==> src/sfbc_pkg.sv <==
package sfbc_pkg;

  localparam int SAMPLE_WIDTH = 16;
  localparam int LAYER_CNT    = 4;
  localparam int QUEUE_DEPTH  = 2;
  localparam int QPTR_W       = $clog2(QUEUE_DEPTH);
  localparam int QCNT_W       = $clog2(QUEUE_DEPTH + 1);

  typedef logic signed [SAMPLE_WIDTH-1:0] sample_t;

  typedef struct packed {
    sample_t re;
    sample_t im;
  } cplx_t;

  // one queued symbol group, tagged with the mode it was accepted under
  typedef struct packed {
    cplx_t [LAYER_CNT-1:0] layer;
    logic                  block_end;
    logic                  four_port;
  } item_t;

  typedef struct packed {
    logic empty;
    logic full;
  } q_status_t;

  // subcarrier index within one item's run
  typedef logic [1:0] sub_t;

  localparam sub_t LAST_SUB_TWO  = 2'd1;
  localparam sub_t LAST_SUB_FOUR = 2'd3;

  localparam sample_t SAMPLE_MIN = {1'b1, {(SAMPLE_WIDTH-1){1'b0}}};
  localparam sample_t SAMPLE_MAX = {1'b0, {(SAMPLE_WIDTH-1){1'b1}}};

  function automatic sample_t sat_neg(sample_t x);
    sample_t r;
    if (x == SAMPLE_MIN) begin
      r = SAMPLE_MAX;
    end else begin
      r = -x;
    end
    return r;
  endfunction

endpackage

==> src/sfbc_if.sv <==
interface sfbc_in_if;
  import sfbc_pkg::*;

  logic    valid;
  logic    ready;
  sample_t layer0_re;
  sample_t layer0_im;
  sample_t layer1_re;
  sample_t layer1_im;
  sample_t layer2_re;
  sample_t layer2_im;
  sample_t layer3_re;
  sample_t layer3_im;
  logic    block_end;

  modport source (
    output valid, layer0_re, layer0_im, layer1_re, layer1_im,
           layer2_re, layer2_im, layer3_re, layer3_im, block_end,
    input  ready
  );

  modport sink (
    input  valid, layer0_re, layer0_im, layer1_re, layer1_im,
           layer2_re, layer2_im, layer3_re, layer3_im, block_end,
    output ready
  );
endinterface

interface sfbc_out_if;
  import sfbc_pkg::*;

  logic    valid;
  logic    ready;
  sample_t port0_re;
  sample_t port0_im;
  sample_t port1_re;
  sample_t port1_im;
  sample_t port2_re;
  sample_t port2_im;
  sample_t port3_re;
  sample_t port3_im;
  logic    run_last;
  logic    block_last;

  modport source (
    output valid, port0_re, port0_im, port1_re, port1_im,
           port2_re, port2_im, port3_re, port3_im, run_last, block_last,
    input  ready
  );

  modport sink (
    input  valid, port0_re, port0_im, port1_re, port1_im,
           port2_re, port2_im, port3_re, port3_im, run_last, block_last,
    output ready
  );
endinterface

==> src/sfbc_transmit_diversity_precoder_top.sv <==
// Alamouti space-frequency block code precoder. Each accepted transaction on
// in_ch holds one symbol per layer and produces two subcarrier results in
// two-port mode or four in four-port mode, one result per clock on out_ch
// while out_ch.ready holds, the first one after the queue entry and the output
// register; run_last marks the last result of a run and block_last that result
// for an input flagged block_end. The single output register issues one
// subcarrier per cycle unless out_ch.ready stalls it. A two-entry queue
// sits between the input side and the output sequencer, so input is taken
// while results wait. The mode applies to items accepted after the write.
module sfbc_transmit_diversity_precoder_top (
  input  logic         clk,
  input  logic         rst_n,
  sfbc_in_if.sink      in_ch,
  sfbc_out_if.source   out_ch,
  input  logic         cfg_valid,
  output logic         cfg_ready,
  input  logic         cfg_data
);
  import sfbc_pkg::*;

  q_status_t q_status;
  logic      push;
  logic      pop;
  item_t     push_item;
  item_t     head_item;

  sfbc_front u_front (
    .clk       (clk),
    .rst_n     (rst_n),
    .in_ch     (in_ch),
    .cfg_valid (cfg_valid),
    .cfg_ready (cfg_ready),
    .cfg_data  (cfg_data),
    .q_status  (q_status),
    .push      (push),
    .push_item (push_item)
  );

  sfbc_queue u_queue (
    .clk       (clk),
    .rst_n     (rst_n),
    .push      (push),
    .push_item (push_item),
    .pop       (pop),
    .head_item (head_item),
    .q_status  (q_status)
  );

  sfbc_back u_back (
    .clk       (clk),
    .rst_n     (rst_n),
    .head_item (head_item),
    .q_status  (q_status),
    .pop       (pop),
    .out_ch    (out_ch)
  );

endmodule

==> src/sfbc_front.sv <==
module sfbc_front (
  input  logic                clk,
  input  logic                rst_n,
  sfbc_in_if.sink             in_ch,
  input  logic                cfg_valid,
  output logic                cfg_ready,
  input  logic                cfg_data,
  input  sfbc_pkg::q_status_t q_status,
  output logic                push,
  output sfbc_pkg::item_t     push_item
);
  import sfbc_pkg::*;

  logic four_port_mode_r;
  logic four_port_mode_nxt;

  assign cfg_ready = 1'b1;

  always_comb begin
    four_port_mode_nxt = four_port_mode_r;
    if (cfg_valid) begin
      four_port_mode_nxt = cfg_data;
    end
  end

  always_ff @(posedge clk) begin
    if (!rst_n) begin
      four_port_mode_r <= 1'b0;
    end else begin
      four_port_mode_r <= four_port_mode_nxt;
    end
  end

  assign in_ch.ready = !q_status.full;
  assign push        = in_ch.valid && !q_status.full;

  always_comb begin
    push_item.layer[0].re = in_ch.layer0_re;
    push_item.layer[0].im = in_ch.layer0_im;
    push_item.layer[1].re = in_ch.layer1_re;
    push_item.layer[1].im = in_ch.layer1_im;
    push_item.layer[2].re = in_ch.layer2_re;
    push_item.layer[2].im = in_ch.layer2_im;
    push_item.layer[3].re = in_ch.layer3_re;
    push_item.layer[3].im = in_ch.layer3_im;
    push_item.block_end   = in_ch.block_end;
    push_item.four_port   = four_port_mode_r;
  end

endmodule

==> src/sfbc_queue.sv <==
module sfbc_queue (
  input  logic                clk,
  input  logic                rst_n,
  input  logic                push,
  input  sfbc_pkg::item_t     push_item,
  input  logic                pop,
  output sfbc_pkg::item_t     head_item,
  output sfbc_pkg::q_status_t q_status
);
  import sfbc_pkg::*;

  item_t               entry_r [QUEUE_DEPTH];
  logic [QPTR_W-1:0]   wr_ptr_r;
  logic [QPTR_W-1:0]   wr_ptr_nxt;
  logic [QPTR_W-1:0]   rd_ptr_r;
  logic [QPTR_W-1:0]   rd_ptr_nxt;
  logic [QCNT_W-1:0]   count_r;
  logic [QCNT_W-1:0]   count_nxt;

  assign q_status.empty = (count_r == '0);
  assign q_status.full  = (count_r == QCNT_W'(QUEUE_DEPTH));
  assign head_item      = entry_r[rd_ptr_r];

  function automatic logic [QPTR_W-1:0] ptr_inc(logic [QPTR_W-1:0] p);
    logic [QPTR_W-1:0] r;
    if (p == QPTR_W'(QUEUE_DEPTH - 1)) begin
      r = '0;
    end else begin
      r = p + 1'b1;
    end
    return r;
  endfunction

  always_comb begin
    wr_ptr_nxt = wr_ptr_r;
    rd_ptr_nxt = rd_ptr_r;
    count_nxt  = count_r;
    if (push) begin
      wr_ptr_nxt = ptr_inc(wr_ptr_r);
    end
    if (pop) begin
      rd_ptr_nxt = ptr_inc(rd_ptr_r);
    end
    unique case ({push, pop})
      2'b10:   count_nxt = count_r + 1'b1;
      2'b01:   count_nxt = count_r - 1'b1;
      default: count_nxt = count_r;
    endcase
  end

  always_ff @(posedge clk) begin
    if (!rst_n) begin
      wr_ptr_r <= '0;
      rd_ptr_r <= '0;
      count_r  <= '0;
    end else begin
      wr_ptr_r <= wr_ptr_nxt;
      rd_ptr_r <= rd_ptr_nxt;
      count_r  <= count_nxt;
    end
  end

  always_ff @(posedge clk) begin
    if (push) begin
      entry_r[wr_ptr_r] <= push_item;
    end
  end

endmodule

==> src/sfbc_back.sv <==
module sfbc_back (
  input  logic                clk,
  input  logic                rst_n,
  input  sfbc_pkg::item_t     head_item,
  input  sfbc_pkg::q_status_t q_status,
  output logic                pop,
  sfbc_out_if.source          out_ch
);
  import sfbc_pkg::*;

  sub_t    sub_r;
  sub_t    sub_nxt;
  sub_t    last_sub;
  logic    issue;
  logic    out_valid_r;
  logic    out_valid_nxt;
  cplx_t   sym_a;
  cplx_t   sym_b;
  cplx_t   first_c;
  cplx_t   second_c;
  cplx_t   port_c [LAYER_CNT];
  cplx_t   port_r [LAYER_CNT];
  logic    run_last_r;
  logic    block_last_r;
  logic    run_last_c;

  assign last_sub   = head_item.four_port ? LAST_SUB_FOUR : LAST_SUB_TWO;
  assign issue      = !q_status.empty && (!out_valid_r || out_ch.ready);
  assign run_last_c = (sub_r == last_sub);
  assign pop        = issue && run_last_c;

  // upper half of a four-port run codes the x2/x3 pair
  always_comb begin
    sym_a = sub_r[1] ? head_item.layer[2] : head_item.layer[0];
    sym_b = sub_r[1] ? head_item.layer[3] : head_item.layer[1];
    if (sub_r[0]) begin
      first_c     = sym_b;
      second_c.re = sym_a.re;
      second_c.im = sat_neg(sym_a.im);
    end else begin
      first_c     = sym_a;
      second_c.re = sat_neg(sym_b.re);
      second_c.im = sym_b.im;
    end
  end

  always_comb begin
    for (int p = 0; p < LAYER_CNT; p++) begin
      port_c[p] = '0;
    end
    priority if (!head_item.four_port) begin
      port_c[0] = first_c;
      port_c[1] = second_c;
    end else if (!sub_r[1]) begin
      port_c[0] = first_c;
      port_c[2] = second_c;
    end else begin
      port_c[1] = first_c;
      port_c[3] = second_c;
    end
  end

  always_comb begin
    sub_nxt       = sub_r;
    out_valid_nxt = out_valid_r;
    if (out_ch.ready) begin
      out_valid_nxt = 1'b0;
    end
    if (issue) begin
      out_valid_nxt = 1'b1;
      sub_nxt       = run_last_c ? '0 : sub_r + 1'b1;
    end
  end

  always_ff @(posedge clk) begin
    if (!rst_n) begin
      sub_r       <= '0;
      out_valid_r <= 1'b0;
    end else begin
      sub_r       <= sub_nxt;
      out_valid_r <= out_valid_nxt;
    end
  end

  always_ff @(posedge clk) begin
    if (issue) begin
      for (int p = 0; p < LAYER_CNT; p++) begin
        port_r[p] <= port_c[p];
      end
      run_last_r   <= run_last_c;
      block_last_r <= run_last_c && head_item.block_end;
    end
  end

  assign out_ch.valid      = out_valid_r;
  assign out_ch.port0_re   = port_r[0].re;
  assign out_ch.port0_im   = port_r[0].im;
  assign out_ch.port1_re   = port_r[1].re;
  assign out_ch.port1_im   = port_r[1].im;
  assign out_ch.port2_re   = port_r[2].re;
  assign out_ch.port2_im   = port_r[2].im;
  assign out_ch.port3_re   = port_r[3].re;
  assign out_ch.port3_im   = port_r[3].im;
  assign out_ch.run_last   = run_last_r;
  assign out_ch.block_last = block_last_r;

endmodule

==> src/flat_wrapper.sv <==
// flat-port wrapper written by rule: the top's interface ports become plain ports
module sfbc_transmit_diversity_precoder_top_flat import sfbc_pkg::*;
  (clk, rst_n, cfg_valid, cfg_ready, cfg_data, in_ch_valid, in_ch_layer0_re, in_ch_layer0_im, in_ch_layer1_re, in_ch_layer1_im, in_ch_layer2_re, in_ch_layer2_im, in_ch_layer3_re, in_ch_layer3_im, in_ch_block_end, in_ch_ready, out_ch_valid, out_ch_port0_re, out_ch_port0_im, out_ch_port1_re, out_ch_port1_im, out_ch_port2_re, out_ch_port2_im, out_ch_port3_re, out_ch_port3_im, out_ch_run_last, out_ch_block_last, out_ch_ready);
  sfbc_in_if in_ch_i ();
  sfbc_out_if out_ch_i ();
  input  logic clk;
  input  logic rst_n;
  input  logic cfg_valid;
  output logic cfg_ready;
  input  logic cfg_data;
  input wire logic [$bits(in_ch_i.valid)-1:0] in_ch_valid;
  input wire logic [$bits(in_ch_i.layer0_re)-1:0] in_ch_layer0_re;
  input wire logic [$bits(in_ch_i.layer0_im)-1:0] in_ch_layer0_im;
  input wire logic [$bits(in_ch_i.layer1_re)-1:0] in_ch_layer1_re;
  input wire logic [$bits(in_ch_i.layer1_im)-1:0] in_ch_layer1_im;
  input wire logic [$bits(in_ch_i.layer2_re)-1:0] in_ch_layer2_re;
  input wire logic [$bits(in_ch_i.layer2_im)-1:0] in_ch_layer2_im;
  input wire logic [$bits(in_ch_i.layer3_re)-1:0] in_ch_layer3_re;
  input wire logic [$bits(in_ch_i.layer3_im)-1:0] in_ch_layer3_im;
  input wire logic [$bits(in_ch_i.block_end)-1:0] in_ch_block_end;
  output wire logic [$bits(in_ch_i.ready)-1:0] in_ch_ready;
  output wire logic [$bits(out_ch_i.valid)-1:0] out_ch_valid;
  output wire logic [$bits(out_ch_i.port0_re)-1:0] out_ch_port0_re;
  output wire logic [$bits(out_ch_i.port0_im)-1:0] out_ch_port0_im;
  output wire logic [$bits(out_ch_i.port1_re)-1:0] out_ch_port1_re;
  output wire logic [$bits(out_ch_i.port1_im)-1:0] out_ch_port1_im;
  output wire logic [$bits(out_ch_i.port2_re)-1:0] out_ch_port2_re;
  output wire logic [$bits(out_ch_i.port2_im)-1:0] out_ch_port2_im;
  output wire logic [$bits(out_ch_i.port3_re)-1:0] out_ch_port3_re;
  output wire logic [$bits(out_ch_i.port3_im)-1:0] out_ch_port3_im;
  output wire logic [$bits(out_ch_i.run_last)-1:0] out_ch_run_last;
  output wire logic [$bits(out_ch_i.block_last)-1:0] out_ch_block_last;
  input wire logic [$bits(out_ch_i.ready)-1:0] out_ch_ready;
  assign in_ch_i.valid = in_ch_valid;
  assign in_ch_i.layer0_re = in_ch_layer0_re;
  assign in_ch_i.layer0_im = in_ch_layer0_im;
  assign in_ch_i.layer1_re = in_ch_layer1_re;
  assign in_ch_i.layer1_im = in_ch_layer1_im;
  assign in_ch_i.layer2_re = in_ch_layer2_re;
  assign in_ch_i.layer2_im = in_ch_layer2_im;
  assign in_ch_i.layer3_re = in_ch_layer3_re;
  assign in_ch_i.layer3_im = in_ch_layer3_im;
  assign in_ch_i.block_end = in_ch_block_end;
  assign in_ch_ready = in_ch_i.ready;
  assign out_ch_valid = out_ch_i.valid;
  assign out_ch_port0_re = out_ch_i.port0_re;
  assign out_ch_port0_im = out_ch_i.port0_im;
  assign out_ch_port1_re = out_ch_i.port1_re;
  assign out_ch_port1_im = out_ch_i.port1_im;
  assign out_ch_port2_re = out_ch_i.port2_re;
  assign out_ch_port2_im = out_ch_i.port2_im;
  assign out_ch_port3_re = out_ch_i.port3_re;
  assign out_ch_port3_im = out_ch_i.port3_im;
  assign out_ch_run_last = out_ch_i.run_last;
  assign out_ch_block_last = out_ch_i.block_last;
  assign out_ch_i.ready = out_ch_ready;
  sfbc_transmit_diversity_precoder_top u_core (.clk(clk), .rst_n(rst_n), .in_ch(in_ch_i), .out_ch(out_ch_i), .cfg_valid(cfg_valid), .cfg_ready(cfg_ready), .cfg_data(cfg_data));
endmodule
==> config.mk <==
export PLATFORM = sky130hd
export DESIGN_NAME = sfbc_transmit_diversity_precoder_top_flat
export DESIGN_NICKNAME = d
export VERILOG_FILES = /design/src/sfbc_pkg.sv /design/src/sfbc_if.sv /design/src/sfbc_transmit_diversity_precoder_top.sv /design/src/sfbc_front.sv /design/src/sfbc_queue.sv /design/src/sfbc_back.sv /design/src/flat_wrapper.sv
export SDC_FILE = /design/constraint.sdc
export NUM_CORES = 1
export LEC_CHECK = 0
export ABC_CLOCK_PERIOD_IN_PS = 8200
export BUFFER_PORTS_ARGS = -buffer_cell sky130_fd_sc_hd__buf_2
export CAP_MARGIN = 20
export CORE_ASPECT_RATIO = 1.5
export CORE_MARGIN = 5
export CORE_UTILIZATION = 38
export DETAILED_ROUTE_END_ITERATION = 8
export GPL_TIMING_DRIVEN = 0
export HOLD_SLACK_MARGIN = 0.12
export PLACE_DENSITY_LB_ADDON = 0.15
export SLEW_MARGIN = 40
export SYNTH_ARGS = -nofsm -noshare
export SYNTH_HDL_FRONTEND = slang
export SYNTH_SLANG_ARGS = --single-unit
==> constraint.sdc <==
create_clock -name clk -period 8.2 [get_ports clk]
set_input_delay 1.64 -clock clk [delete_from_list [all_inputs] [get_ports clk]]
set_output_delay 1.64 -clock clk [all_outputs]
set_load 0.01 [all_outputs]
==> results.py, run 1 <==
metrics = {
    "outcome": {
        "outcome": "complete, no violations",
    },
    "logic_synthesis": {
        "yosys.area.top_type": "edfxtp_1",
        "synth_edf_count": 390,
        "ys_seq_elements": 399,
        "synth.distinct_cells": 67,
        "yosysSeqAreaShare_pct": 73.19,
        "syn-num-nets": 1082,
        "yosysTopAreaCellShare_pct": 72.08,
        "syn_avg_cell_area_sq_um": 17.25,
        "yosys_warnings": 0,
        "synthTopCellsByArea": "edfxtp_1 72%, mux4_2 8.7%, mux2i_1 2.7%, nor2_1 2.0%, and2_1 1.3%",
        "async_flop_share_pct": 0,
        "ys.flop_type": "edfxtp_1",
        "synth_area_sq_um": 16250,
        "syn_inst": 942,
    },
    "routing": {
        "wl_per_cell_um": 23.35,
        "routed_wl_um": 43600,
        "drc": 0,
        "vias_per_cell": 5.130,
        "first_iter_violations": 666,
        "vias": 9577,
        "antenna_left": 0,
        "drtPass1Iterations": 5,
    },
    "power": {
        "switching_power_mw": 2.050,
        "peakVddDrop_mv": 0.1612,
        "p_per_area_nw_per_um2": 331.4,
        "p_clk_share_pct": 28.0,
        "comb_power_share_pct": 28.2,
        "p_sw_share_pct": 30.83,
        "seq_power_share_pct": 43.8,
        "p_leak_nw": 7.210,
        "p_int_mw": 4.597,
    },
    "place": {
        "gp_congestion": 0.8885,
        "io_buffers": 266,
        "dp_hpwl_um": 32770,
        "place_ws_ps": 3260,
    },
    "final_layout": {
        "final_cell_mix": "390 x edfxtp_1, 276 x buf_2, 84 x nor2_1",
        "final_common_cell": "edfxtp_1",
        "nets": 1409,
        "drive_gt1_share_pct": 33.92,
        "post-route-util_pct": 47.60,
        "syn_to_final_growth_pct": 23.44,
    },
    "timing": {
        "timing.final.crit_share_pct": 58.99,
        "finalClockSkew_ps": 15.93,
        "setup_slack_ps": 3363,
        "fin_crit_ps": 4837,
        "rsz0062_at_grt": "false",
        "finalSetupViolCount": 0,
        "worstMarginPinSlew_ps": 831.0,
        "fmax_mhz": 206.7,
        "slew_viol_final": 0,
        "hold_viol": 0,
        "slew_headroom_pct": 44.60,
    },
    "critical_path": {
        "worstPathBufferInverterCount": 8,
        "slowest_stage": "clkbuf_1",
        "reg2reg_slack_ps": 3360,
        "start_kind": "register",
        "cp-endpoint": "u_core.u_queue.count_r[1]",
        "crit_path_cell_trace": "buf_6 -> buf_12 -> buf_4 -> buf_2 -> buf_2 -> mux2i_1 -> inv_1 -> clkbuf_1 -> clkbuf_1 -> ha_1 -> and2_1 -> and2_1 -> ha_1 -> or3_1 -> a21boi_0",
        "critPathMaxStageDelay_ps": 610,
        "crit_fanout": 11,
        "crit_cells": 15,
        "cp_top_family": "buffers and inverters",
        "crit_required_ps": 8650,
        "worst-r2r-cell-count": 15,
        "worst_setup_path_end_kind": "register",
        "path_class": "register to register",
        "r2r-end": "u_core.u_queue.count_r[1]",
        "critPathArrivalTime_ps": 5280,
    },
    "clock_network": {
        "cts_max_path_buffers": 3,
        "cts_tree": "yes",
        "root_buffer": "clkbuf_16",
        "cts_setup_buffers": 0,
        "clk_pin_slew_ps": 60,
        "post_cts_resized": 0,
        "clock-sinks": 399,
        "htreeDepth": 2,
        "clk_latency_ps": 530,
        "hold_buffers": 0,
        "numCtsBuffers": 40,
    },
    "floorplanning": {
        "start_util_pct": 38.56,
        "die_area_sq_um": 47080,
        "rows": 92,
        "dieHeight_um": 263.2,
        "coreArea_sq_um": 42130,
        "dieWidth_um": 178.8,
        "ios": 268,
    },
    "worst_hold_path": {
        "hold_path_depth": 0,
        "min-delay-path-class": "register to register",
    },
    "grt": {
        "grt_max_degree": 40,
        "grt_pass1_vias": 9894,
        "overflow": 0,
        "grt_usage_pct": 18.21,
        "antenna_found_initial": 11,
        "grt_pass1_wl_um": 63530,
    },
    "job": {
        "maxCapViolCount": 0,
    },
}
-- layout make-up --
type                       count  area (sq um)
fill                        3706         22070
sequential                   399         11890
buffer                        45         221.5
tap                          564         705.7
inverter                      16         60.06
antenna                        6         15.01
timing repair buffer         285          1737
clock buffer                  49          1056
clock inverter                21         271.5
multi-input combinational    482          4098
-- worst min-delay path by stage --
stage | from | end | slack, ps
finish | u_core.u_front.four_port_mode_r | u_core.u_queue.entry_r[1][0] | 500
detailed placement | u_core.u_front.four_port_mode_r | u_core.u_queue.entry_r[0][0] | 480
floorplan | u_core.u_front.four_port_mode_r | u_core.u_queue.entry_r[0][0] | 420
global placement | u_core.u_front.four_port_mode_r | u_core.u_queue.entry_r[0][0] | 460
global route | u_core.u_front.four_port_mode_r | u_core.u_queue.entry_r[0][0] | 530
CTS | u_core.u_front.four_port_mode_r | u_core.u_queue.entry_r[0][0] | 500
-- power groups by stage --
stage	clock, mW	sequential, mW	combinational [mW]
finish	1.86	2.91	1.87
global route	1.99	2.94	2.03
CTS	1.91	2.92	1.89
floorplan	0	3.11	0.900
global placement	0	3.05	1.72
detailed placement	0	2.96	1.88
-- metrics by stage --
step           hold WS [ps]  instances  total power, mW  instance area (sq um)  setup TNS, ps
2_1_floorplan         424.9        942            4.010                  16250              0
3_3_place_gp          463.5       1772            4.771                  18290        -408500
3_5_place_dp          476.7       1791            4.847                  18710              0
4_1_cts               497.0       1861            6.723                  20040              0
5_1_grt               532.9       1862            6.963                  20040              0
6_report              496.5       1867            6.647                  20060              0
-- sequential cells by signal, summed over array words and instances, names as in the netlist, named ones only --
register,flops
u_core.u_queue.rd_ptr_r,1
u_core.u_queue.wr_ptr_r,1
u_core.u_front.four_port_mode_r,1
u_core.u_back.out_ch.block_last,1
u_core.u_back.port_r,128
u_core.u_back.sub_r,2
u_core.u_back.out_ch.valid,1
u_core.u_queue.entry_r,260
u_core.u_back.out_ch.run_last,1
u_core.u_queue.count_r,2
-- kinds of logic after synthesis --
| family | Yosys count | synth area share, % |
|---|---|---|
| muxes | 109 | 11.58 |
| xor gates and xnor gates | 16 | 0.8625 |
| DFF | 399 | 73.19 |
| adders and majority gates | 5 | 0.3851 |
| buffers and inverters | 61 | 1.710 |
| and+or+nand+nor | 236 | 7.162 |
| other | 1 | 0.02308 |
| AOI/OAI and AO/OA | 115 | 5.083 |
-- cells in the mapped netlist (10+ instances only) --
| cell type | number |
|---|---|
| edfxtp_1 | 390 |
| nor2_1 | 86 |
| mux4_2 | 63 |
| mux2i_1 | 44 |
| nand2_1 | 40 |
| and2_1 | 34 |
| a21oi_1 | 29 |
| clkbuf_1 | 26 |
| nor3_1 | 23 |
| inv_1 | 14 |
| o22ai_1 | 11 |
| xnor2_1 | 11 |
| nand3_1 | 10 |
-- layer usage --
metal  track usage [%]  part of all wire [%]  up-vias
li1                  -                     -     4412
met3             4.005                   6.6       70
met5                 0                  0.16        -
met4             5.875                   3.1       10
met2             30.66                    50      342
met1             23.37                    40     4743
Note: power is estimated with default switching activity, not from simulation.
==> run 2: changes to the inputs <==
--- a/config.mk
+++ b/config.mk
@@ -5,7 +5,7 @@
 export SDC_FILE = /design/constraint.sdc
 export NUM_CORES = 1
 export LEC_CHECK = 0
-export ABC_CLOCK_PERIOD_IN_PS = 8200
+export ABC_CLOCK_PERIOD_IN_PS = 4450
 export BUFFER_PORTS_ARGS = -buffer_cell sky130_fd_sc_hd__buf_2
 export CAP_MARGIN = 20
 export CORE_ASPECT_RATIO = 1.5
==> constraint.sdc (replaced) <==
create_clock -name clk -period 4.45 [get_ports clk]
set_input_delay 0.89 -clock clk [delete_from_list [all_inputs] [get_ports clk]]
set_output_delay 0.89 -clock clk [all_outputs]
set_load 0.01 [all_outputs]
==> run 2 against run 1 <==
Compared with the run above:
- hold slack barely moved
- critical path type unchanged
- clock power rose by 79%
- flip-flop and latch count did not move
- cell count fell by 0.21%
- power rose by 83%
==> results.py, run 2 (synthesized netlist as in run 1, its figures left out) <==
metrics = {
    "grt": {
        "antenna_found_initial": 12,
        "overflow": 0,
        "grt_pass1_wl_um": 64540,
        "grt_pass1_vias": 10118,
        "grt_max_degree": 39,
        "grt_usage_pct": 18.42,
    },
    "final_layout": {
        "regMostFlops": "u_core.u_queue.entry_r",
        "drive_gt1_share_pct": 33.90,
        "nets": 1408,
        "seq_area_sq_um": 11890,
        "largest_registers": "u_core.u_queue.entry_r x260, u_core.u_back.port_r x128",
        "post-route-util_pct": 47.56,
        "syn_to_final_growth_pct": 23.34,
        "finalInstanceArea_sq_um": 20040,
        "nFillCells": 3701,
        "largest_reg_flops": 260,
        "multiInputGateArea_sq_um": 4098,
        "final_common_cell": "edfxtp_1",
        "final_cell_mix": "390 x edfxtp_1, 274 x buf_2, 84 x nor2_1",
    },
    "timing": {
        "slew_headroom_pct": 41.35,
        "fmax_mhz": 242.3,
        "setup_slack_ps": 323.3,
        "slew_viol_final": 0,
        "finalSetupViolCount": 0,
        "timing.final.crit_share_pct": 92.74,
        "fin_setup_tns_ps": 0,
        "finalClockSkew_ps": 21.21,
        "hold_viol": 0,
        "rsz0062_at_grt": "false",
        "fin_crit_ps": 4127,
        "worstMarginPinSlew_ps": 879.8,
    },
    "clock_network": {
        "hold_buffers": 0,
        "htreeDepth": 2,
        "post_cts_resized": 5,
        "numCtsBuffers": 40,
        "cts_max_path_buffers": 3,
        "cts_tree": "yes",
        "clk_latency_ps": 540,
        "root_buffer": "clkbuf_16",
        "clk_pin_slew_ps": 60,
        "cts_setup_buffers": 0,
        "clock-sinks": 399,
    },
    "power": {
        "p_per_area_nw_per_um2": 606.2,
        "peakVddDrop_mv": 0.3643,
        "seq_power_share_pct": 44.2,
        "p_int_mw": 8.395,
        "p_leak_nw": 7.220,
        "p_sw_share_pct": 30.89,
        "p_clk_share_pct": 27.4,
        "switching_power_mw": 3.753,
        "comb_power_share_pct": 28.4,
    },
    "critical_path": {
        "start_kind": "register",
        "critPathArrivalTime_ps": 4600,
        "crit_cells": 14,
        "path_class": "register to register",
        "worst_setup_path_end_kind": "register",
        "worstPathBufferInverterCount": 7,
        "crit_path_cell_trace": "buf_6 -> buf_12 -> buf_4 -> buf_4 -> mux2i_1 -> inv_1 -> clkbuf_1 -> clkbuf_4 -> ha_1 -> and2_1 -> and2_1 -> ha_1 -> or3_1 -> a21boi_0",
        "reg2reg_slack_ps": 320,
        "cp_top_family": "buffers and inverters",
        "worst-r2r-cell-count": 14,
        "crit_required_ps": 4920,
        "slowest_stage": "ha_1",
        "cp-endpoint": "u_core.u_queue.count_r[1]",
        "crit_fanout": 19,
        "critPathMaxStageDelay_ps": 360,
        "r2r-end": "u_core.u_queue.count_r[1]",
    },
    "place": {
        "dp_hpwl_um": 33050,
        "dpl_cell_area_sq_um": 18730,
        "gp_congestion": 0.8672,
        "io_buffers": 266,
        "place_ws_ps": -452.9,
    },
    "routing": {
        "first_iter_violations": 584,
        "vias": 9599,
        "vias_per_cell": 5.152,
        "wl_per_cell_um": 23.31,
        "drtPass1Iterations": 8,
        "antenna_left": 0,
        "routed_wl_um": 43430,
        "drc": 0,
    },
    "floorplanning": {
        "rows": 92,
        "ios": 268,
        "dieWidth_um": 178.8,
        "die_area_sq_um": 47080,
        "start_util_pct": 38.56,
        "dieHeight_um": 263.2,
        "coreArea_sq_um": 42130,
    },
    "worst_hold_path": {
        "min-delay-path-class": "register to register",
        "min_from": "u_core.u_front.four_port_mode_r",
    },
    "job": {
        "maxCapViolCount": 0,
    },
    "outcome": {
        "outcome": "complete, no violations",
    },
}
[run 2: cell count changes in the layout (fill, tap and decap cells not counted), sizes merged]
cell and delta:
clkbuf +8, diode -5, bufinv -3, clkinvlp -3, buf -1
[run 2: final cells by class]
| type | count | area share (%) |
|---|---|---|
| Antenna cell | 1 | 0.01249 |
| Buffer | 44 | 1.124 |
| Clock buffer | 57 | 5.676 |
| Clock inverter | 15 | 0.8117 |
| Inverter | 16 | 0.2997 |
| Multi-Input combinational cell | 482 | 20.45 |
| Sequential cell | 399 | 59.34 |
| Tap cell | 564 | 3.521 |
| Timing Repair Buffer | 285 | 8.766 |
[run 2: stage by stage]
stage / hold WS [ps] / cells / power [mW]
after floorplan: 424.9 / 942 / 7.339
after global placement: 441.6 / 1772 / 8.711
after detailed placement: 468.9 / 1791 / 8.935
after CTS: 488.9 / 1862 / 12.29
after global routing: 505.7 / 1862 / 12.73
final: 496.3 / 1863 / 12.15
[run 2: power groups by stage]
stage	Clock, mW	Combinational [mW]	Sequential [mW]
2_1_floorplan	0	1.66	5.68
3_3_place_gp	0	3.18	5.54
3_5_place_dp	0	3.48	5.45
4_1_cts	3.42	3.49	5.38
5_1_grt	3.56	3.75	5.42
6_report	3.33	3.45	5.37
[run 2: worst min-delay path by stage]
stage                                        end  depth (start not counted)
floorplan           u_core.u_queue.entry_r[0][0]                          0
detailed placement  u_core.u_queue.entry_r[0][0]                          0
global placement    u_core.u_queue.entry_r[0][0]                          0
CTS                 u_core.u_queue.entry_r[0][0]                          0
finish              u_core.u_queue.entry_r[0][0]                          0
global route        u_core.u_queue.entry_r[0][0]                          0
[run 2: worst reg2reg max path, stage by stage (launching register included)]
cell and delay [ps]:
dfxtp_1 330, buf_6 180, buf_12 170, buf_4 350, buf_4 310, mux2i_1 350
inv_1 100, clkbuf_1 280, clkbuf_4 310, ha_1 360, and2_1 240, and2_1 220
ha_1 340, or3_1 350, a21boi_0 150
[run 2: per-layer routing]
layer  part of all wire (%)  global-route usage (%)  vias up
li1                       -                       -     4409
met2                     51                   31.58      362
met1                     39                   23.29     4716
met3                    7.0                   4.249       90
met5                   0.34                       0        -
met4                    2.5                   5.273       22
